<file path="config.mk">
export PLATFORM = sky130hd
export DESIGN_NAME = blrhs_lane
export DESIGN_NICKNAME = d
export VERILOG_FILES = /design/src/blrhs_pkg.sv /design/src/blrhs_lane.sv
export SDC_FILE = /design/constraint.sdc
export NUM_CORES = 2
export LEC_CHECK = 0
export BUFFER_PORTS_ARGS = -buffer_cell sky130_fd_sc_hd__buf_2
export CAP_MARGIN = 20
export CORE_MARGIN = 3
export CORE_UTILIZATION = 59
export DETAILED_ROUTE_END_ITERATION = 8
export PLACE_DENSITY = 0.78
export SLEW_MARGIN = 30
export SYNTH_ARGS = -nofsm -noshare
export SYNTH_HDL_FRONTEND = slang
export SYNTH_SLANG_ARGS = --single-unit
</file>
<file path="constraint.sdc">
create_clock -name clock -period 9.65 [get_ports clock]
set_clock_uncertainty 0.1 [all_clocks]
set_input_delay 1.4475 -clock clock [delete_from_list [all_inputs] [get_ports clock]]
set_output_delay 1.4475 -clock clock [all_outputs]
set_load 0.1 [all_outputs]
</file>
<file path="src/blrhs_pkg.sv">
`timescale 1ns / 1ps
package blrhs_pkg;

   localparam int KNOWN_MAX_DEF = 8;
   localparam int DIM_MAX_DEF   = 4;
   localparam int ORDER_MAX_DEF = 4;

   localparam int COEF_SLOTS = 4;
   localparam int DATA_W     = 32;
   localparam int COL_W      = 16;
   localparam int PROD_W     = 64;
   localparam int RND_W      = 48;
   localparam int PAIR_W     = 49;
   localparam int ACC_W      = 52;
   localparam int REQ_DATA_W = 248;

   localparam logic [1:0] ST_OK       = 2'd0;
   localparam logic [1:0] ST_BAD_CFG  = 2'd1;
   localparam logic [1:0] ST_BAD_LOAD = 2'd2;

   localparam logic [1:0] CSR_ORDER       = 2'd0;
   localparam logic [1:0] CSR_UNKNOWN     = 2'd1;
   localparam logic [1:0] CSR_LEFT_LAST   = 2'd2;
   localparam logic [1:0] CSR_RIGHT_COUNT = 2'd3;

   localparam logic KIND_LOAD = 1'b0;
   localparam logic KIND_ROW  = 1'b1;

   typedef struct packed {
      logic [2:0]  order;
      logic [15:0] unknown_count;
      logic [2:0]  left_last;
      logic [15:0] knk1;
   } cfg_type;

   typedef struct packed {
      logic        row_go;
      logic [15:0] first_col;
      logic [15:0] last_col;
      logic [1:0]  dim;
   } row_ctl_type;

   typedef struct packed {
      logic        we;
      logic        right;
      logic [15:0] pos;
      logic [1:0]  dim;
      logic [31:0] value;
   } store_wr_type;

   typedef struct packed {
      logic s1;
      logic s2;
      logic s3;
   } lane_en_type;

   typedef struct packed {
      logic s4;
      logic s5;
   } merge_en_type;

endpackage

</file>
<file path="src/blrhs_lane.sv">
`timescale 1ns / 1ps
module blrhs_lane
   import blrhs_pkg::*;
#(
   parameter int KNOWN_MAX = KNOWN_MAX_DEF,
   parameter int DIM_MAX   = DIM_MAX_DEF,
   parameter int ORDER_MAX = ORDER_MAX_DEF,
   parameter int LANE      = 0
) (
   input  logic                    clock,
   input  lane_en_type             en,
   input  cfg_type                 cfg,
   input  row_ctl_type             row,
   input  store_wr_type            wr,
   input  logic signed [DATA_W-1:0] coef,
   output logic signed [RND_W-1:0] rnd
);

   localparam int KD    = KNOWN_MAX * DIM_MAX;
   localparam int DEPTH = 2 * KD;
   localparam int AW    = $clog2(DEPTH);
   localparam int KPW   = (KNOWN_MAX > 1) ? $clog2(KNOWN_MAX) : 1;

   logic [DATA_W-1:0] mem [DEPTH];

   logic signed [17:0] col_s;
   logic signed [17:0] right_pos;
   logic               slot_ok;
   logic               first_ok;
   logic               left_hit;
   logic               right_hit;
   logic [AW-1:0]      rd_addr;
   logic [AW-1:0]      wr_addr;

   logic                     hit1_ff;
   logic signed [DATA_W-1:0] coef1_ff;
   logic [DATA_W-1:0]        rd1_ff;
   logic                     hit2_ff;
   logic signed [PROD_W-1:0] prod2_in;
   logic signed [PROD_W-1:0] prod2_ff;
   logic signed [PROD_W-1:0] rsum;
   logic signed [RND_W-1:0]  rnd3_in;
   logic signed [RND_W-1:0]  rnd3_ff;

   // column served by this band slot
   always_comb begin
      col_s     = signed'(18'(row.last_col) + 18'(LANE + 1) - 18'(cfg.order));
      right_pos = col_s - $signed(18'(cfg.knk1));
      slot_ok   = 3'(LANE) < cfg.order;
      first_ok  = col_s >= $signed(18'(row.first_col));
      left_hit  = row.row_go && slot_ok && first_ok
                  && (col_s <= $signed(18'(cfg.left_last)))
                  && (col_s < $signed(18'(KNOWN_MAX)));
      right_hit = row.row_go && slot_ok && first_ok
                  && (col_s >= $signed(18'(cfg.knk1)))
                  && (col_s + $signed(18'(ORDER_MAX - 1)) >= $signed(18'(row.last_col)))
                  && (col_s < $signed(18'(cfg.unknown_count)))
                  && (right_pos < $signed(18'(KNOWN_MAX)));
      if (left_hit) begin
         rd_addr = AW'(col_s[KPW-1:0]) * AW'(DIM_MAX) + AW'(row.dim);
      end else begin
         rd_addr = AW'(KD) + AW'(right_pos[KPW-1:0]) * AW'(DIM_MAX) + AW'(row.dim);
      end
      wr_addr = (wr.right ? AW'(KD) : AW'(0))
                + AW'(wr.pos[KPW-1:0]) * AW'(DIM_MAX) + AW'(wr.dim);
   end

   always_ff @(posedge clock) begin
      if (wr.we) begin
         mem[wr_addr] <= wr.value;
      end
      if (en.s1) begin
         rd1_ff <= mem[rd_addr];
      end
   end

   always_comb begin
      prod2_in = coef1_ff * $signed(rd1_ff);
      rsum     = prod2_ff + 64'sd32768;
      rnd3_in  = hit2_ff ? rsum[PROD_W-1:16] : '0;
   end

   always_ff @(posedge clock) begin
      if (en.s1) begin
         hit1_ff  <= left_hit || right_hit;
         coef1_ff <= coef;
      end
      if (en.s2) begin
         hit2_ff  <= hit1_ff;
         prod2_ff <= prod2_in;
      end
      if (en.s3) begin
         rnd3_ff <= rnd3_in;
      end
   end

   assign rnd = rnd3_ff;

endmodule

</file>
# Yosys cells after proc, flatten, opt, wreduce, memory -nomap -nowiden
# Memories as Yosys holds them, arrays and structs flattened. A register that Yosys moved wholly into a read port is not among the register bits.
# Cells that the tools add are included.
# word_totals
ff_bits	146
latchBits	0
ram_bits	2048
romBits	0
inputBits	161
output_inout_bits	48
wordCells	38
n_memories	1
# op_classes
add_sub_neg	10
mul	1
div	0
order_cmp	8
eq_ne	0
n_shift	0
mux	4
bitwise_logic	0
reduce_logical	9
# memory_table
name	depth	word_bits	read_ports	rd_clocked_by_memory_dff	wr	line_no	rtl
mem	64	32	1	1	1	blrhs_lane.sv:24	logic [DATA_W-1:0] mem [DEPTH];
# ops
operator	n
$add 64x17->64 const B	1
$mul 32x32->64	1
$ge 18x17->1	3
$lt 18x5->1 const B	2
$add 18x3->18 const B	1
$le 18x4->1	1
$lt 18x17->1	1
$sub 17x3->18	1
$sub 18x17->18	1
$add 16x1->17 const B	1
$add 6x2->6	2
$mux 6	2
$logic_and 1x1->1	8
$add 5x2->6	1
$add 6x5->6	1
$add 6x5->6 const A	1
$lt 1x3->1 const A	1
$mux 1	2
$logic_or 1x1->1	1

# Longest topological paths before layout
# logic_depth
depth_word	9
ltp_mapped	32

# Worst setup path before layout
# OpenSTA, ideal clock, no wires.
# synth_path
path_type	register to register
startpoint	register coef1_ff[19]
endpoint	register prod2_ff[63] (data pin)
setup_time_ns	0.260
arrival_time_ns	7.481
required_time_ns	9.290
setup_slack_ns	1.809
stages_incl_launch_ff	29
synth_period_minus_slack_ns	7.841
cell_sequence	edfxtp_1 clkbuf_1 nand2_1 fa_1 inv_1 fa_1 inv_1 fa_1 inv_1 fa_1 fa_1 inv_1 fa_1 fa_1 fa_1 inv_1 ha_1 clkbuf_1 a21oi_1 o21ai_1 a221oi_1 o211ai_1 o31a_1 a31oi_1 o221ai_1 a21oi_1 o21ai_1 a21oi_1 xnor2_1
# synth_via
elab_chain_cells	1
# synth_lines
element	line_no	rtl
from (decl)	blrhs_lane.sv:36	logic signed [DATA_W-1:0] coef1_ff;
from (signal assigned)	blrhs_lane.sv:86	coef1_ff <= coef;
$mul 32x32->64	blrhs_lane.sv:78	prod2_in = coef1_ff * $signed(rd1_ff);
named net prod2_in[63]	blrhs_lane.sv:39	logic signed [PROD_W-1:0] prod2_in;
to (signal assigned)	blrhs_lane.sv:90	prod2_ff <= prod2_in;
to (decl)	blrhs_lane.sv:40	logic signed [PROD_W-1:0] prod2_ff;
# The timed path passes the listed nets, and every way through them passes these cells.
# A chain may end at the register's enable or synchronous reset.

# Worst setup path in the final report
# layout_path
startpoint	register rd1_ff[2] (read register of mem)
endpoint	register prod2_ff[57] (data pin)
# layout_via
elab_chain_cells	1
# layout_lines
element	line_no	rtl
from (decl)	blrhs_lane.sv:37	logic [DATA_W-1:0] rd1_ff;
$mul 32x32->64	blrhs_lane.sv:78	
named net prod2_in[57]	blrhs_lane.sv:39	
# The timed path passes the listed nets, and every way through them passes these cells.

==> out/metrics.yaml <==
status:
  outcome: "finished, final reports clean"
die:
  die_h_um: 463
  fp.coreArea_um2: 206000
  start_util_pct: 59.7
  die_x_um: 463
  row_count: 166
  dieArea_um2: 214000
  io_pins: 209
finish:
  final_cell_mix: "edfxtp_1, fa_1, inv_1"
  layout_commonest_cell: "edfxtp_1"
  area_delta_synth_final_pct: 9.99
  final_cell_area_um2: 135000
  nets: 9553
  drive_gt1_share_pct: 17.2
sta:
  min_period_ns: 9.33
  rsz0062_at_grt: "no"
  tightest_slew_ns: 1.08
  final_max_slew_viol_count: 0
  setup_viol: 0
  relSlewSlack_pct: 27.4
  period_share_pct: 96.7
  finalHoldViolations: 0
  max_freq_mhz: 107
  setup_tns_ns: 0
placement:
  place.gp.congestion: 0.921
  placed_area_um2: 128000
  io_buffers: 195
  dp_hpwl_um: 192000
logic_synthesis:
  yosysWarnings: 0
  synth_nets: 9313
  synth-edff-count: 2211
  syn_area_per_cell_um2: 15.8
  ys.flop_type: "edfxtp_1"
  ys_ff_latch: 2211
  async_flop_share_pct: 0
  netlist_instances: 7802
  seq_area_frac_synth_pct: 54.0
  syn_area_um2: 123000
  ys_types: 70
routing:
  viasPerCell: 6.20
  wl_met1_um: 111000
  wl_met2_um: 152000
  routed-wl-met3_um: 31300
  ant_nets: 0
  dr.pass1.iters: 6
  wl_per_cell_um: 28.3
  drcViolationCount: 0
  drt_iter0_drc: 7427
  vias: 68200
  top_layer_used: "met5"
  drt_wl_total_um: 310000
grt:
  grt_usage_pct: 29.5
  grt_pass1_vias: 73700
  gr-total-overflow: 0
  grt_antenna_before_repair: 9
  grt_pass1_wl_um: 467000
  grt_max_degree: 138
clock_tree:
  clockBufferDepth: 3
  cts_resized: 0
  clock_sinks: 2211
  clock_latency_ns: 0.87
  numCtsBuffers: 208
  cts_root_buf: "clkbuf_16"
  cts_tree: "built"
  ctsHoldBuffers: 0
  path_clk_slew_ns: 0.06
  htree_levels: 4
setup_path:
  arrival_ns: 9.77
  slowest_stage: "edfxtp_1"
  cpMostUsedCell: "fa_1"
  path_max_fanout: 16
  required_ns: 10.09
  worstSetupStartpointType: "register"
  crit_type: "register to register"
  endpoint_kind: "register"
  cpPeakStageDelay_ns: 0.95
worst_hold_path:
  min_path_type: "register to register"
flow_run:
  cap_violations: 0
==> worst paths after layout <==
| check | depth (start not counted) | startpoint | to | slack, ns |
|---|---|---|---|---|
| min reg2reg | 0 | hit1_ff | hit2_ff | 0.32 |
| max reg2reg | 28 | rd1_ff[2] | prod2_ff[57] | 0.32 |
| min | 0 | hit1_ff | hit2_ff | 0.32 |
| max | 28 | rd1_ff[2] | prod2_ff[57] | 0.32 |
==> cells in the mapped netlist, types with 51 or more instances <==
cell	n	area [um^2]
edfxtp_1	2211	66400
fa_1	1083	21700
inv_1	1065	4000
nand2_1	557	2090
and2_1	551	3450
mux4_2	544	12300
clkbuf_1	330	1240
ha_1	267	3340
nor2_1	133	499
mux2i_1	98	981
xnor2_1	88	771
a21oi_1	82	410
mux2_2	70	788
o22ai_1	64	400
mux2_1	60	676
o21ai_0	56	280
a21o_1	55	413
nor2b_1	51	319
==> layout make-up <==
cell class	count	area [um^2]
Timing Repair Buffer	409	2930
Clock buffer	248	5360
Clock inverter	131	1480
Fill cell	13600	70800
Sequential cell	2211	66400
Multi-Input combinational cell	4146	51600
Antenna cell	5	12.5
Tap cell	2772	3470
Inverter	1066	4000
==> per-layer routing <==
| layer | vias to the layer above | track usage (%) |
|---|---|---|
| met3 | 819 | 5.86 |
| met1 | 35400 | 39.0 |
| li1 | 27900 | - |
| met4 | 6 | 13.3 |
| met2 | 4062 | 48.0 |
| met5 | - | 0 |
==> cells by family (layout without fill, tap and decap cells) <==
logic type	Yosys count	in the layout	share of synthesized area [%]
compound gates	392	392	2.07
xor+xnor	132	132	0.940
fa+ha+maj	1350	1350	20.3
buf+inv	1445	1854	4.49
flops	2211	2211	54.0
mux	773	773	12.0
other cells	0	5	0
simple gates	1499	1499	6.21
==> per-stage QoR <==
stage	worst slack, ns	std cells	hold slack [ns]	utilization [%]
3_5_place_dp	0.448	10600	0.312	62.3
5_1_grt	0.0578	11000	0.340	65.7
2_1_floorplan	1.81	7802	0.300	-
3_3_place_gp	0.495	10600	0.309	62.2
6_report	0.317	11000	0.323	65.7
4_1_cts	0.373	11000	0.329	65.6
==> state kept, by name, summed over array words and instances, names as in the netlist <==
register  flops
mem        2048
prod2_ff     49
rnd          48
coef1_ff     32
rd1_ff       32
hit1_ff       1
hit2_ff       1
==> worst max-delay path: cells and delay by family (launching register included) <==
family | cells | cell delay (ns)
fa+ha+maj | 9 | 4.34
simple gates | 1 | 0.09
compound gates | 10 | 2.62
buf+inv | 7 | 0.84
flops | 1 | 0.95
xor+xnor | 1 | 0.09
==> repair_timing <==
| item | 4_1_cts | 5_1_grt |
|---|---|---|
| setup endpoints to repair | 0 | 1 |
| hold endpoints to repair | 0 | 0 |
| buffers inserted | 0 | 1 |
Power is left out: the tool's default activity adds up to more than one toggle a clock period on the data nets, which glitch-free logic cannot reach.
