==> config.mk <==
export PLATFORM = sky130hd
export DESIGN_NAME = blrhs_merge
export DESIGN_NICKNAME = d
export VERILOG_FILES = /design/src/blrhs_pkg.sv /design/src/blrhs_merge.sv
export SDC_FILE = /design/constraint.sdc
export NUM_CORES = 1
export LEC_CHECK = 0
export ABC_AREA = 1
export BUFFER_PORTS_ARGS = -buffer_cell sky130_fd_sc_hd__buf_2
export CAP_MARGIN = 10
export CORE_MARGIN = 10
export CORE_UTILIZATION = 40
export DETAILED_ROUTE_END_ITERATION = 8
export REMOVE_ABC_BUFFERS = 1
export SETUP_SLACK_MARGIN = 0.5
export SYNTH_ARGS = -nofsm -noshare
export SYNTH_HDL_FRONTEND = slang
export SYNTH_SLANG_ARGS = --single-unit
==> constraint.sdc <==
create_clock -name clock -period 3.35 [get_ports clock]
set_input_delay 0.335 -clock clock [delete_from_list [all_inputs] [get_ports clock]]
set_output_delay 0.335 -clock clock [all_outputs]
set_load 0.01 [all_outputs]
==> src/blrhs_pkg.sv <==
`timescale 1ns / 1ps
package blrhs_pkg;

   localparam int KNOWN_MAX_DEF = 8;
   localparam int DIM_MAX_DEF   = 4;
   localparam int ORDER_MAX_DEF = 4;

   localparam int COEF_SLOTS = 4;
   localparam int DATA_W     = 32;
   localparam int COL_W      = 16;
   localparam int PROD_W     = 64;
   localparam int RND_W      = 48;
   localparam int PAIR_W     = 49;
   localparam int ACC_W      = 52;
   localparam int REQ_DATA_W = 248;

   localparam logic [1:0] ST_OK       = 2'd0;
   localparam logic [1:0] ST_BAD_CFG  = 2'd1;
   localparam logic [1:0] ST_BAD_LOAD = 2'd2;

   localparam logic [1:0] CSR_ORDER       = 2'd0;
   localparam logic [1:0] CSR_UNKNOWN     = 2'd1;
   localparam logic [1:0] CSR_LEFT_LAST   = 2'd2;
   localparam logic [1:0] CSR_RIGHT_COUNT = 2'd3;

   localparam logic KIND_LOAD = 1'b0;
   localparam logic KIND_ROW  = 1'b1;

   typedef struct packed {
      logic [2:0]  order;
      logic [15:0] unknown_count;
      logic [2:0]  left_last;
      logic [15:0] knk1;
   } cfg_type;

   typedef struct packed {
      logic        row_go;
      logic [15:0] first_col;
      logic [15:0] last_col;
      logic [1:0]  dim;
   } row_ctl_type;

   typedef struct packed {
      logic        we;
      logic        right;
      logic [15:0] pos;
      logic [1:0]  dim;
      logic [31:0] value;
   } store_wr_type;

   typedef struct packed {
      logic s1;
      logic s2;
      logic s3;
   } lane_en_type;

   typedef struct packed {
      logic s4;
      logic s5;
   } merge_en_type;

endpackage

==> src/blrhs_merge.sv <==
`timescale 1ns / 1ps
module blrhs_merge
   import blrhs_pkg::*;
#(
   parameter int LANES = ORDER_MAX_DEF
) (
   input  logic                     clock,
   input  merge_en_type             en,
   input  logic signed [RND_W-1:0]  lane_rnd [LANES],
   input  logic signed [DATA_W-1:0] rhs,
   input  logic                     kind,
   input  logic [1:0]               status_in,
   output logic [DATA_W-1:0]        adjusted,
   output logic [1:0]               status,
   output logic                     saturated
);

   localparam int NPAIR = (LANES + 1) / 2;

   logic signed [PAIR_W-1:0] pair_in [NPAIR];
   logic signed [PAIR_W-1:0] pair_ff [NPAIR];
   logic signed [DATA_W-1:0] rhs4_ff;
   logic                     kind4_ff;
   logic [1:0]               status4_ff;

   logic signed [ACC_W-1:0]  acc_in;
   logic                     sat_hi;
   logic                     sat_lo;
   logic [DATA_W-1:0]        adj_in;
   logic                     sat_in;
   logic [DATA_W-1:0]        adj_ff;
   logic [1:0]               status_ff;
   logic                     sat_ff;

   for (genvar k = 0; k < NPAIR; k++) begin : g_pair
      if (2 * k + 1 < LANES) begin : g_two
         assign pair_in[k] = PAIR_W'(lane_rnd[2*k]) + PAIR_W'(lane_rnd[2*k+1]);
      end else begin : g_one
         assign pair_in[k] = PAIR_W'(lane_rnd[2*k]);
      end
   end

   always_ff @(posedge clock) begin
      if (en.s4) begin
         pair_ff    <= pair_in;
         rhs4_ff    <= rhs;
         kind4_ff   <= kind;
         status4_ff <= status_in;
      end
   end

   // subtract the band terms, then clip to Q16.16 range; load beats give zero
   always_comb begin
      acc_in = ACC_W'(rhs4_ff);
      for (int k = 0; k < NPAIR; k++) begin
         acc_in = acc_in - ACC_W'(pair_ff[k]);
      end
      sat_hi = acc_in > $signed(ACC_W'(32'h7FFF_FFFF));
      sat_lo = acc_in < $signed({{(ACC_W-DATA_W){1'b1}}, 32'h8000_0000});
      if (kind4_ff == KIND_LOAD) begin
         adj_in = '0;
         sat_in = 1'b0;
      end else if (sat_hi) begin
         adj_in = 32'h7FFF_FFFF;
         sat_in = 1'b1;
      end else if (sat_lo) begin
         adj_in = 32'h8000_0000;
         sat_in = 1'b1;
      end else begin
         adj_in = acc_in[DATA_W-1:0];
         sat_in = 1'b0;
      end
   end

   always_ff @(posedge clock) begin
      if (en.s5) begin
         adj_ff    <= adj_in;
         status_ff <= status4_ff;
         sat_ff    <= sat_in;
      end
   end

   assign adjusted  = adj_ff;
   assign status    = status_ff;
   assign saturated = sat_ff;

endmodule

# Word-level counts from Yosys, hierarchy flattened
# Cells that the tools add are included.
# W data, S select, Z words.
# word_totals
wordCells,21
inputBits,230
out_inout_bits,35
ff_bits,168
# classes
addsub,4
n_mux,4
order_cmp,2
reduce_logical,1
n_bitwise,1
# ops
cell,count
$add A48 B48 Y49,2
$gt A51 B32 Y1 const B,1
$lt A51 B32 Y1 const B,1
$sub A50 B49 Y51,1
$sub A32 B49 Y50,1
$mux W32,1
$mux W31,1
$mux W1,2
$reduce_or A2 Y1,1
$not A1 Y1,1

# Depth between registers and ports, before layout
# logic_depth
ltp_word,5
depth_mapped,25
mapped_depth_nobuf,25

# Least setup slack after synthesis
# No wires, ideal clock.
# synth_timing
path_kind,register to register
startpoint,register rhs4_ff[31]
endpoint,"register adj_ff[10] (netlist: adjusted[10]), data pin"
required_time_ns,3.070
period_less_slack_ns,3.424
t_arrival_ns,3.144
path_stages_with_launch,19
path_buffers,1
path_slack_ns,-0.074
setup_ns,0.280
cell_sequence,edfxtp_1 > fa_1 > ha_1 > nand2_1 > nor2_1 > inv_2 > nor2_1 > nand2_1 > nor3_2 > nand2_1 > nand3_1 > nand2_1 > nand2_1 > nand3_1 > a21oi_1 > nand3_1 > nand2_2 > buf_6 > a21oi_2
# synth_between
elab_chain_cells,5
word_cells_on_any_way,6
cone_classes,2 x add/sub; 2 x order compare; 2 x mux
# synth_rtl
element,line_no,rtl
start: declaration,blrhs_merge.sv:22,logic signed [DATA_W-1:0] rhs4_ff;
start signal: assignment,blrhs_merge.sv:46,rhs4_ff <= rhs;
$sub A32 B49 Y50 (*),blrhs_merge.sv:56,acc_in = acc_in - ACC_W'(pair_ff[k]);
$sub A50 B49 Y51 (*),blrhs_merge.sv:56,
$lt A51 B32 Y1,blrhs_merge.sv:59,"sat_lo = acc_in < $signed({{(ACC_W-DATA_W){1'b1}}, 32'h8000_0000});"
$mux W32,blrhs_merge.sv:66,end else if (sat_lo) begin
$mux W31 (*),blrhs_merge.sv:63,end else if (sat_hi) begin
end signal: assignment,blrhs_merge.sv:77,adj_ff <= adj_in;
end: declaration,blrhs_merge.sv:31,logic [DATA_W-1:0] adj_ff;
# Every way passes the cells marked *; elsewhere a longest branch is shown, timed or not.
# A chain may end at the register's enable or synchronous reset.

# Final worst setup path
# layout_timing
startpoint,register rhs4_ff[31]
endpoint,"register sat_ff (netlist: saturated), data pin"
# layout_between
elab_chain_cells,5
word_cells_on_any_way,6
cone_classes,2 x add/sub; 2 x order compare; 2 x mux
# layout_rtl
element,line_no,rtl
$sub A32 B49 Y50 (*),blrhs_merge.sv:56,
$sub A50 B49 Y51 (*),blrhs_merge.sv:56,
$lt A51 B32 Y1,blrhs_merge.sv:59,
$mux W1,blrhs_merge.sv:66,
$mux W1 (*),blrhs_merge.sv:63,
end signal: assignment,blrhs_merge.sv:79,sat_ff <= sat_in;
end: declaration,blrhs_merge.sv:33,logic sat_ff;
# Marked as above.

==> qor.csv <==
metric,value,unit
status,"complete, but fails checks",
failing checks,negative setup slack,
remaining antenna violation count,0,
CTS tree,done,
R2R setup slack,-0.28,ns
Pwr per Cell Area,718.6,mW/mm²
Worst-path clk slew,0.08,ns
Rows,76,
Ys Warns,0,
vias in the first global route,17400,
worst r2r src,rhs4_ff[31]$_DFFE_PP_,
top-count cell post-synth,nand2_1,
CP required,3.53,ns
CTS Buffer Depth,2,
HP Class,input port to flop,
Worst setup SP type,flop,
Area contributors post-synth,"edfxtp_1 (29%), nand2_1 (13%), inv_1 (11%), ha_1 (11%), fa_1 (5.9%)",
syn avg cell area,7.258,µm²
final setup TNS,-8.498,ns
post-synthesis sequential area ratio,29.03,%
Core Region,0.04298,mm²
max incr delay on CP,0.49,ns
Detailed Route Iter0 Violations,1159,
Total GRT Usage,23.03,%
CP cell instances,"buf_6, buf_16, fa_1, ha_4, nand2_2, nor2_2, buf_4, nand2_2, nor3_2, nand3_1, nand4_1, nand2_1, nor2_1, nand2_1, nor2_2, nand3_2, nand2_4, clkbuf_16, a21oi_1",
initial antenna violation count,1,
top post-synthesis cells by count,"nand2_1 (616), inv_1 (508), nor2_1 (207)",
synthesized flop and latch total,168,
Worst VDD drop,0.4902,mV
"delay-heaviest family, CP",simple AND/OR/NAND/NOR gates,
final instance area,0.02198,mm²
Crit-path slowest cell,fa_1,
pre-CTS setup slack,-0.3774,ns
Tmin final,3.630,ns
worst skew pair latency,0.46,ns
leakage,10.99,nW
unrepaired setup endpoints after global routing,true,
CTS root buf,clkbuf_16,
CP Depth,19,
hold slack,0.04749,ns
Pre-antenna DRT Iters,6,
Fin. Hold Viols,0,
max_cap viols,0,
number of synthesized flops with an enable pin,168,
Ports,265,
Max-slew headroom,49.23,%
Vias/cell,4.944,
hold_buf cts,0,
drt drc,0,
clock sinks,168,
global-route wire length before repair,94300,µm
Clock Skews,0.02477,ns
Initial Util,40.43,%
via count,17000,
number of cells on the worst reg-to-reg path,19,
post-placement cell count,3391,
endpoints failing setup,33,
area grow syn2layout,26.51,%
Crit Path Max Fanout,9,
CP Class,flop to flop,
Post-synth ARST share,0,%
grt ovf,0,
Synth top area share,29.03,%
Worst EP arrival,3.81,ns
Critical Path End,saturated$_SDFFCE_PN0P_,
routability cong.,0.9609,
CTS buffer count,17,
DIE HEIGHT,228.4,µm
pin count of the biggest net entering global routing,75,
area of the mapped netlist,0.01738,mm²
H-tree Lvls,4,
worst setup margin,-0.2799,ns
maximum clock frequency,0.2755,GHz
Nets,3270,
Netlist cell types,38,
Worst Setup SP,rhs4_ff[31]$_DFFE_PP_,
hpwl dp,53190,µm
Total Power,15.80,mW
Final Max Tran Viols,0,
final cycle utilization of the critical path,108.4,%
fraction of final layout cells sized beyond drive strength 1,22.78,%
Filler cells,4420,
Layout Cells excl Fill,3439,
Critical Path Sink Type,flop,
# diodes,0,
Reg-to-Reg End,saturated$_SDFFCE_PN0P_,
Die Footprint,0.05218,mm²
actual slew at the worst max-slew pin,0.7615,ns
Synth Flop Type,edfxtp_1,
PortBufs,264,
Buf/Inv on CP,4,
Util after Layout,51.14,%
final WL,61630,µm
cell taking the most area after synthesis,edfxtp_1,
placed cell area,0.02060,mm²
WL/cell,17.92,µm
Cells after Synth,2394,
Die W,228.4,µm
[kinds of logic after synthesis]
kind of cell               Yosys count  synth area share, %
AOI/OAI and AO/OA                  380                12.94
xor gates and xnor gates           125                6.301
adders and majority gates          199                16.53
buffers and inverters              525                11.60
DFF                                168                29.03
and+or+nand+nor                    997                23.59
[flip-flops by register name (all words and copies together) (netlist names)]
signal and flops:
kind4_ff 1, saturated 1, status4_ff 2, rhs4_ff 32
adjusted 32, status 2, pair_ff 98
[cell usage in the layout (no fill, tap or decap), drive strengths merged]
| cell | Yosys | final |
|---|---|---|
| nand2 | 628 | 628 |
| inv | 515 | 521 |
| buf | 6 | 433 |
| nor2 | 222 | 222 |
| a21oi | 180 | 180 |
| edfxtp | 168 | 168 |
| ha | 148 | 148 |
| a31oi | 77 | 77 |
| nand3 | 73 | 73 |
| xor2 | 71 | 71 |
| o21ai | 71 | 71 |
| xnor2 | 54 | 54 |
| fa | 51 | 51 |
| nor3 | 27 | 27 |
| nand4 | 26 | 26 |
| clkbuf | 3 | 21 |
| a21boi | 10 | 10 |
| o21a | 9 | 9 |
| o21bai | 9 | 9 |
| clkinv | 1 | 9 |
| o221ai | 8 | 8 |
| nor4 | 8 | 8 |
| a21o | 7 | 7 |
| nand3b | 5 | 5 |
| o211ai | 4 | 4 |
| and3 | 4 | 4 |
| o31ai | 3 | 3 |
| and2 | 3 | 3 |
| o311ai | 1 | 1 |
| a211oi | 1 | 1 |
| or2 | 1 | 1 |
| bufinv | 0 | 1 |
[layout make-up]
type                    count  area (µm²)  share of cell area, %
inverters                 516        1939                  8.823
repair buffers            437        2826                  12.86
flip-flops and latches    168        5045                  22.95
well taps                 585       732.0                  3.330
clock buffers              17       425.4                  1.935
clock inverters            15       143.9                 0.6546
multi-input cells        1701       10870                  49.45
[where the power goes]
part           internal, mW  switching [mW]  leakage, nW
combinational          4.51            6.34         9.05
sequential             2.90           0.119         1.66
clock                  1.04           0.893        0.284
total                  8.44            7.35         11.0
[worst reg2reg max path, stage by stage (launching register included)]
cell,delay [ns]
edfxtp_1,0.45
buf_6,0.16
buf_16,0.14
fa_1,0.49
ha_4,0.32
nand2_2,0.09
nor2_2,0.15
buf_4,0.14
nand2_2,0.11
nor3_2,0.16
nand3_1,0.14
nand4_1,0.15
nand2_1,0.06
nor2_1,0.08
nand2_1,0.07
nor2_2,0.12
nand3_2,0.11
nand2_4,0.16
clkbuf_16,0.18
a21oi_1,0.06
[routing by layer]
metal  GRT usage (%)  vias up  part of all wire [%]
li1                -     8588                     -
met1           28.40     7808                    43
met2           39.66      511                    48
met3           3.599       96                   5.3
met4           8.915        0                   3.5
met5               0        -                     0
[how the worst min path moves through the flow]
| stage | end | slack (ns) | startpoint | cells past startpoint |
|---|---|---|---|---|
| 2_1_floorplan | status[0]$_DFFE_PP_ | 0.40 | status4_ff[0]$_DFFE_PP_ | 0 |
| 3_3_place_gp | status[0]$_DFFE_PP_ | 0.40 | status4_ff[0]$_DFFE_PP_ | 0 |
| 4_1_cts | rhs4_ff[31]$_DFFE_PP_ | 0.03 | rhs[31] | 1 |
| 3_5_place_dp | status[0]$_DFFE_PP_ | 0.41 | status4_ff[0]$_DFFE_PP_ | 0 |
| 5_1_grt | rhs4_ff[1]$_DFFE_PP_ | 0.04 | rhs[1] | 1 |
| 6_report | kind4_ff$_DFFE_PP_ | 0.05 | kind | 1 |
[repair_timing]
action / CTS / global route
setup endpoints to repair: 34 / 39
pin swaps: 4 / 19
resized for setup: 62 / 72
setup buffers: 5 / 3
gates cloned: 3 / 5
(Power assumes the default switching activity.)
